[config.mk]
export PLATFORM = sky130hd
export DESIGN_NAME = uvs_frac_div
export DESIGN_NICKNAME = d
export VERILOG_FILES = /design/src/hw/rtl/uv_sphere_vertex_index_generator_assert.svh /design/src/hw/rtl/uvs_frac_div.sv
export SDC_FILE = /design/constraint.sdc
export NUM_CORES = 1
export LEC_CHECK = 0
export BUFFER_PORTS_ARGS = -buffer_cell sky130_fd_sc_hd__buf_4
export CAP_MARGIN = 20
export CORE_ASPECT_RATIO = 0.7
export CORE_MARGIN = 2
export CORE_UTILIZATION = 55
export CTS_CLUSTER_SIZE = 28
export DETAILED_ROUTE_END_ITERATION = 8
export HOLD_SLACK_MARGIN = 0.12
export PLACE_DENSITY = 0.71
export SYNTH_ARGS = -nofsm -noshare
export SYNTH_HDL_FRONTEND = slang
export SYNTH_SLANG_ARGS = --single-unit
[constraint.sdc]
create_clock -name clk -period 6.85 [get_ports clk]
set_clock_uncertainty 0.15 [all_clocks]
set_input_delay 0.3425 -clock clk [delete_from_list [all_inputs] [get_ports clk]]
set_output_delay 0.3425 -clock clk [all_outputs]
set_load 0.1 [all_outputs]
[src/hw/rtl/uv_sphere_vertex_index_generator_assert.svh]
// Assertion macros shared by the UV sphere generator RTL.
// No dependencies; included by modules that carry concurrent checks.
`ifndef UV_SPHERE_VERTEX_INDEX_GENERATOR_ASSERT_SVH
`define UV_SPHERE_VERTEX_INDEX_GENERATOR_ASSERT_SVH

// Consequent must hold in the same cycle as the antecedent.
`define UVS_ASSERT_NOW(LBL, CLK, RSTN, ANTE, CONS, MSG) \
  LBL: assert property (@(posedge CLK) disable iff (!RSTN) (ANTE) |-> (CONS)) \
    else $error(MSG);

// Consequent must hold in the cycle after the antecedent.
`define UVS_ASSERT_NEXT(LBL, CLK, RSTN, ANTE, CONS, MSG) \
  LBL: assert property (@(posedge CLK) disable iff (!RSTN) (ANTE) |=> (CONS)) \
    else $error(MSG);

`endif

[src/hw/rtl/uvs_frac_div.sv]
// Pipelined fractional divider: round(num * 2^FRAC / den) and round(num * 2^16 / den).
// Depends on nothing but its ports; one quotient bit per stage.
`timescale 1ns / 1ps

module uvs_frac_div #(
  parameter int FRAC = 32
) (
  input  logic            clk,
  input  logic [7:0]      num,
  input  logic [7:0]      den,
  output logic [FRAC:0]   quo,
  output logic [16:0]     tex
);

  logic [FRAC:0] q_r   [0:FRAC];
  logic [7:0]    r_r   [0:FRAC];
  logic [16:0]   tex_r [17:FRAC];
  logic [FRAC:0] quo_r;
  logic [16:0]   tex_out_r;
  logic [7:0]    half;
  logic          carry_tex;
  logic          carry_end;

  assign half      = den >> 1;
  assign carry_tex = ({1'b0, r_r[16]} + {1'b0, half}) >= {1'b0, den};
  assign carry_end = ({1'b0, r_r[FRAC]} + {1'b0, half}) >= {1'b0, den};

  // Integer step: the numerator never exceeds the divisor.
  always_ff @(posedge clk) begin
    q_r[0] <= {{FRAC{1'b0}}, (num >= den)};
    r_r[0] <= (num >= den) ? 8'(num - den) : num;
  end

  for (genvar s = 1; s <= FRAC; s++) begin : g_step
    logic [8:0] t;
    logic       qb;
    assign t  = {r_r[s-1], 1'b0};
    assign qb = t >= {1'b0, den};
    always_ff @(posedge clk) begin
      q_r[s] <= {q_r[s-1][FRAC-1:0], qb};
      r_r[s] <= qb ? 8'(t - {1'b0, den}) : t[7:0];
    end
  end

  always_ff @(posedge clk) begin
    tex_r[17] <= q_r[16][16:0] + {16'd0, carry_tex};
  end

  for (genvar s = 18; s <= FRAC; s++) begin : g_tex
    always_ff @(posedge clk) begin
      tex_r[s] <= tex_r[s-1];
    end
  end

  always_ff @(posedge clk) begin
    quo_r     <= q_r[FRAC] + {{FRAC{1'b0}}, carry_end};
    tex_out_r <= tex_r[FRAC];
  end

  assign quo = quo_r;
  assign tex = tex_out_r;

endmodule

== After elaboration in Yosys (flattened, before gate mapping) ==
Memories as Yosys holds them, arrays and structs flattened. A register that Yosys moved wholly into a read port is not among the register bits.
Cells that the tools add are included.

* $add $sub $neg: 37
* $lt $le $gt $ge: 35
* Mux-type cells: 33

{| class="wikitable"
|+ Operators by type and width
! kind !! count
|-
| >= comparator 9 x 8 -> 1 bit || 34
|-
| two-way mux 8 bit || 33
|-
| subtractor 8 bit || 33
|-
| adder 33 x 1 -> 33 bit || 1
|-
| adder 8 x 7 -> 9 bit || 2
|-
| adder 17 x 1 -> 17 bit || 1
|-
| >= comparator 8 bit || 1
|}

* Word-level logic and storage cells: 109
* Output and inout port bits: 50
* Flip-flop bits (word level): 33
* RAM bits: 1625
* Memories kept: 3

{| class="wikitable"
|+ Memories
! memory !! depth !! bits a word !! rd ports !! clocked after memory_dff !! wr ports !! RTL line !! text
|-
| q_r || 33 || 33 || 33 || 0 || 33 || uvs_frac_div.sv:15 || <nowiki>logic [FRAC:0] q_r [0:FRAC];</nowiki>
|-
| tex_r || 16 || 17 || 16 || 1 || 16 || uvs_frac_div.sv:17 || <nowiki>logic [16:0] tex_r [17:FRAC];</nowiki>
|-
| r_r || 33 || 8 || 33 || 0 || 33 || uvs_frac_div.sv:16 || <nowiki>logic [7:0] r_r [0:FRAC];</nowiki>
|}

== Depth between registers and ports, before layout ==
An unclocked memory read counts as a cell.

* Depth in word-level cells: 4
* Gate-level depth with buffers: 19
* Depth with buffers taken out: 19

== Worst setup path before layout ==
No wires, ideal clock.

* Path type: input -> register
* From: in den[0]
* To: mem tex_r[17][10]
* Cell stages on the path: 17
* Data arrival time: 4189 ps
* Path slack: 2393 ps
* Library setup time: 118 ps
* Path buffers: 4
* Cells stage by stage: buf_4 inv_2 buf_2 buf_1 buf_1 fa_1 a21boi_0 o21ai_0 nand2b_1 a21oi_1 o211ai_1 ha_1 ha_1 nand4_1 nor2_1 nand4_1 xnor2_1

{| class="wikitable"
|+ RTL lines
! element !! RTL line !! text
|-
| start: declaration || uvs_frac_div.sv:10 || <nowiki>input logic [7:0] den,</nowiki>
|-
| end: declaration || uvs_frac_div.sv:17 ||
|}

==> run_summary.xml <==
<?xml version="1.0" encoding="UTF-8"?>
<metrics>
  <group name="final_layout">
    <metric name="final_nets" unit="">3814</metric>
    <metric name="layout.cell_area.non_filler" unit="µm²">45100</metric>
    <metric name="synthToLayoutAreaGrowth" unit="%">13.5</metric>
    <metric name="antennaDiodeCount" unit="">0</metric>
    <metric name="drive_gt1_share" unit="%">13.6</metric>
    <metric name="fillers" unit="">5346</metric>
    <metric name="finish.utilization" unit="%">63.1</metric>
  </group>
  <group name="yosys">
    <metric name="ys_warn_count" unit="">0</metric>
    <metric name="synth_top_flop_cell" unit="">dfxtp_1</metric>
    <metric name="synth_enable_flop_cells" unit="">0</metric>
    <metric name="post_synth_inst_count" unit="">3305</metric>
    <metric name="ys_seq_area_share" unit="%">57.7</metric>
    <metric name="yosysMostFrequentCell" unit="">dfxtp_1</metric>
    <metric name="synth_area_per_cell" unit="µm²">12.0</metric>
    <metric name="synth.net_count" unit="">3656</metric>
    <metric name="synth-seq-cells" unit="">1147</metric>
    <metric name="share_of_yosys_cell_area_claimed_by_the_top_area_cell_type" unit="%">57.7</metric>
    <metric name="ys_top_cells_by_area" unit="">dfxtp_1, ha_1, mux2_2</metric>
    <metric name="ys_top_cells_by_count" unit="">dfxtp_1, ha_1, nor2_1</metric>
    <metric name="syn-cell-area" unit="µm²">39800</metric>
    <metric name="fraction_of_registers_with_async_set_reset" unit="%">0</metric>
    <metric name="netlist-cell-type-count" unit="">71</metric>
    <metric name="synth_largest_area_cell" unit="">dfxtp_1</metric>
  </group>
  <group name="drt">
    <metric name="drt_iter0_markers" unit="">1489</metric>
    <metric name="detail-route-antenna-nets" unit="">0</metric>
    <metric name="avgViaCountPerCell" unit="">5.34</metric>
    <metric name="via_count" unit="">24100</metric>
    <metric name="drtPass1Iterations" unit="">5</metric>
    <metric name="drt_wl_total" unit="µm">74800</metric>
    <metric name="detail_route.drc_violations" unit="">0</metric>
    <metric name="drt-wirelength-per-cell" unit="µm">16.6</metric>
  </group>
  <group name="clocking">
    <metric name="post-cts-setup-buffer-count" unit="">0</metric>
    <metric name="clock_tree_buffer_depth" unit="">3</metric>
    <metric name="clk_transition_reported_paths" unit="ps">70</metric>
    <metric name="post_cts.resized_instances" unit="">0</metric>
    <metric name="tritoncts" unit="">yes</metric>
    <metric name="cts_inserted_buffers" unit="">98</metric>
    <metric name="htree_levels" unit="">3</metric>
    <metric name="clock_tree.root_cell" unit="">clkbuf_16</metric>
    <metric name="clock-sinks" unit="">1147</metric>
    <metric name="clock_insertion_delay_worst_skew" unit="ps">670</metric>
  </group>
  <group name="setup_path">
    <metric name="worst_path_required_time" unit="ps">7260</metric>
    <metric name="worstSetupStartpointType" unit="">flip-flop</metric>
    <metric name="worst-path-max-fanout" unit="">6</metric>
    <metric name="timing.critical_path.slowest_cell_delay" unit="ps">500</metric>
    <metric name="critical_path_buf_inv_count" unit="">1</metric>
    <metric name="endpoint_kind" unit="">flip-flop</metric>
    <metric name="critPathTopFamily" unit="">simple AND/OR/NAND/NOR gates</metric>
    <metric name="arrival" unit="ps">4870</metric>
    <metric name="critPathSlowestCell" unit="">nor4_4</metric>
    <metric name="worstSetupPathType" unit="">flip-flop to flip-flop</metric>
    <metric name="timing.critical_path.cells" unit="">ha_1, inv_1, fa_1, nand2b_1, a21oi_1, a21oi_1, ha_1, nand4_1, nor2_1, a211o_1, a211oi_1, o211ai_1, ha_1, and3_1, nand4_1, nor4_4, nand4_1, xnor2_1</metric>
  </group>
  <group name="power_and_ir_drop">
    <metric name="sequential_share_of_power" unit="%">41.6</metric>
    <metric name="switching_share" unit="%">33.6</metric>
    <metric name="max-vdd-ir-drop" unit="V">0.000373</metric>
    <metric name="internal-power" unit="mW">17.3</metric>
    <metric name="cellPowerDensity" unit="nW/µm²">577</metric>
    <metric name="power.leakage" unit="nW">18.9</metric>
    <metric name="totalPowerFinal" unit="mW">26.0</metric>
    <metric name="switchingPower" unit="mW">8.75</metric>
    <metric name="comb_power_share" unit="%">35.3</metric>
    <metric name="p_clk_share" unit="%">23.1</metric>
  </group>
  <group name="sta">
    <metric name="finalSetupViolations" unit="">0</metric>
    <metric name="slew_headroom" unit="%">32.2</metric>
    <metric name="rsz0062_at_grt" unit="">false</metric>
    <metric name="layout_min_cycle_time" unit="ps">4460</metric>
    <metric name="min_period_over_period" unit="%">65.1</metric>
    <metric name="clock.fmax" unit="GHz">0.224</metric>
    <metric name="timing_max_transition_violations_final" unit="">0</metric>
    <metric name="tightest_slew" unit="ps">1020</metric>
    <metric name="setup_total_negative_slack" unit="ps">0</metric>
    <metric name="hold_viol" unit="">0</metric>
  </group>
  <group name="job">
    <metric name="drv.max_cap_violation_count" unit="">0</metric>
  </group>
  <group name="global_route">
    <metric name="grt_first_pass_wirelength" unit="µm">124000</metric>
    <metric name="grt_pass1_vias" unit="">24200</metric>
    <metric name="track_usage" unit="%">20.2</metric>
    <metric name="antenna_found_initial" unit="">1</metric>
    <metric name="global_route.overflow_total" unit="">0</metric>
    <metric name="grt_max_degree" unit="">45</metric>
  </group>
  <group name="floorplan">
    <metric name="initial_core_util" unit="%">55.6</metric>
    <metric name="die_h" unit="µm">229</metric>
    <metric name="design.die.area" unit="µm²">74500</metric>
    <metric name="io-pin-count" unit="">67</metric>
    <metric name="die_w" unit="µm">325</metric>
    <metric name="std_cell_rows" unit="">82</metric>
    <metric name="core_region_area" unit="µm²">71500</metric>
  </group>
  <group name="placed_design">
    <metric name="buffer_ports.inserted" unit="">66</metric>
    <metric name="hpwl" unit="µm">48400</metric>
    <metric name="dpl-instance-area" unit="µm²">41400</metric>
    <metric name="place.gp.congestion" unit="">0.847</metric>
  </group>
  <group name="run_status">
    <metric name="run_status" unit="">finished, final reports clean</metric>
  </group>
  <group name="min_path">
    <metric name="worstHoldPathType" unit="">flip-flop to flip-flop</metric>
  </group>
</metrics>
==> state kept, by name, summed over array words and instances, names as in the netlist <==
| register | cells |
|---|---|
| tex_r | 272 |
| r_r | 264 |
| tex | 17 |
| q_r | 561 |
| quo | 33 |
==> power groups by stage <==
stage                     sequential [mW]  combinational [mW]  clock (mW)
final                                10.8                9.18        6.02
after global routing                 11.1                10.1        6.45
after CTS                            10.9                9.13        6.17
after detailed placement             11.0                9.02           0
after global placement               10.9                8.74           0
after floorplan                      11.4                6.43           0
==> through the flow <==
stage          hold WS [ps]  instances  worst slack (ps)
2_1_floorplan           160       3305              2390
4_1_cts                 131       4509              2350
5_1_grt                 158       4509              2020
3_5_place_dp            162       4321              1920
3_3_place_gp            160       4321              2040
6_report                140       4509              2390
==> what timing repair did <==
| action | in CTS | in global routing |
|---|---|---|
| setup endpoints to repair | 0 | 0 |
| hold buffers | 8 | 0 |
| endpoints found under the hold margin | 8 | 0 |
==> cell type report <==
class	count	area (µm²)	share of cell area [%]
clock buffers	129	2720	6.03
flip-flops and latches	1147	23000	50.9
inverters	105	394	0.873
multi-input cells	2026	16300	36.1
repair buffers	85	658	1.46
well taps	966	1210	2.68
clock inverters	51	898	1.99
==> routing by layer <==
layer | share of wire [%] | up-vias | global-route usage [%]
li1 | - | 12100 | -
met1 | 50 | 11400 | 28.8
met2 | 43 | 473 | 31.4
met3 | 4.4 | 142 | 3.53
met4 | 2.3 | 2 | 5.98
met5 | 0.017 | - | 0
==> kinds of logic after synthesis <==
| logic type | count (synthesis) | synth area share, % |
|---|---|---|
| adder cells (fa/ha/maj) | 334 | 11.2 |
| AND/OR/NAND/NOR | 679 | 9.03 |
| buffers and inverters | 132 | 1.27 |
| flip-flops | 1147 | 57.7 |
| multiplexers | 228 | 6.26 |
| XOR/XNOR | 118 | 2.60 |
| AO/OA/AOI/OAI | 667 | 11.9 |
==> cells in the final DEF (no fill, tap or decap), types with 10 or more instances in the layout <==
master | netlist | final
a2111oi_0 | 12 | 12
a211o_1 | 20 | 20
a211oi_1 | 15 | 15
a21boi_0 | 21 | 21
a21o_1 | 41 | 41
a21oi_1 | 166 | 166
a221oi_1 | 18 | 18
a31o_2 | 11 | 11
and2_1 | 15 | 15
buf_4 | 1 | 77
bufinv_16 | 0 | 19
clkbuf_1 | 18 | 17
clkbuf_16 | 0 | 99
clkbuf_8 | 0 | 13
clkinv_2 | 0 | 14
dfxtp_1 | 1147 | 1147
fa_1 | 36 | 36
ha_1 | 298 | 298
inv_1 | 104 | 104
mux2_1 | 15 | 15
mux2_2 | 150 | 150
mux2i_1 | 63 | 63
nand2_1 | 70 | 70
nand2b_1 | 29 | 29
nand3_1 | 72 | 72
nand3b_1 | 10 | 10
nand4_1 | 32 | 32
nor2_1 | 215 | 215
nor2b_1 | 98 | 98
nor3_1 | 39 | 39
o21a_1 | 72 | 72
o21ai_0 | 113 | 113
o21bai_1 | 14 | 14
o311ai_0 | 14 | 14
o31a_1 | 48 | 48
or2_2 | 12 | 12
or3_1 | 14 | 14
or4b_2 | 31 | 31
xnor2_1 | 94 | 94
xor2_1 | 24 | 24
==> path summary, 6_finish.rpt <==
| check | from | end | slack [ps] | cells after the start |
|---|---|---|---|---|
| setup / recovery | r_r[32][0]$_SDFF_PP0_ | quo[32]$_DFF_P_ | 2390 | 18 |
| hold / removal | q_r[25][3]$_DFF_P_ | q_r[26][4]$_DFF_P_ | 140 | 0 |
| hold reg to reg | q_r[25][3]$_DFF_P_ | q_r[26][4]$_DFF_P_ | 140 | 0 |
| setup reg to reg | r_r[32][0]$_SDFF_PP0_ | quo[32]$_DFF_P_ | 2390 | 18 |
Note: power is estimated with default switching activity, not from simulation.
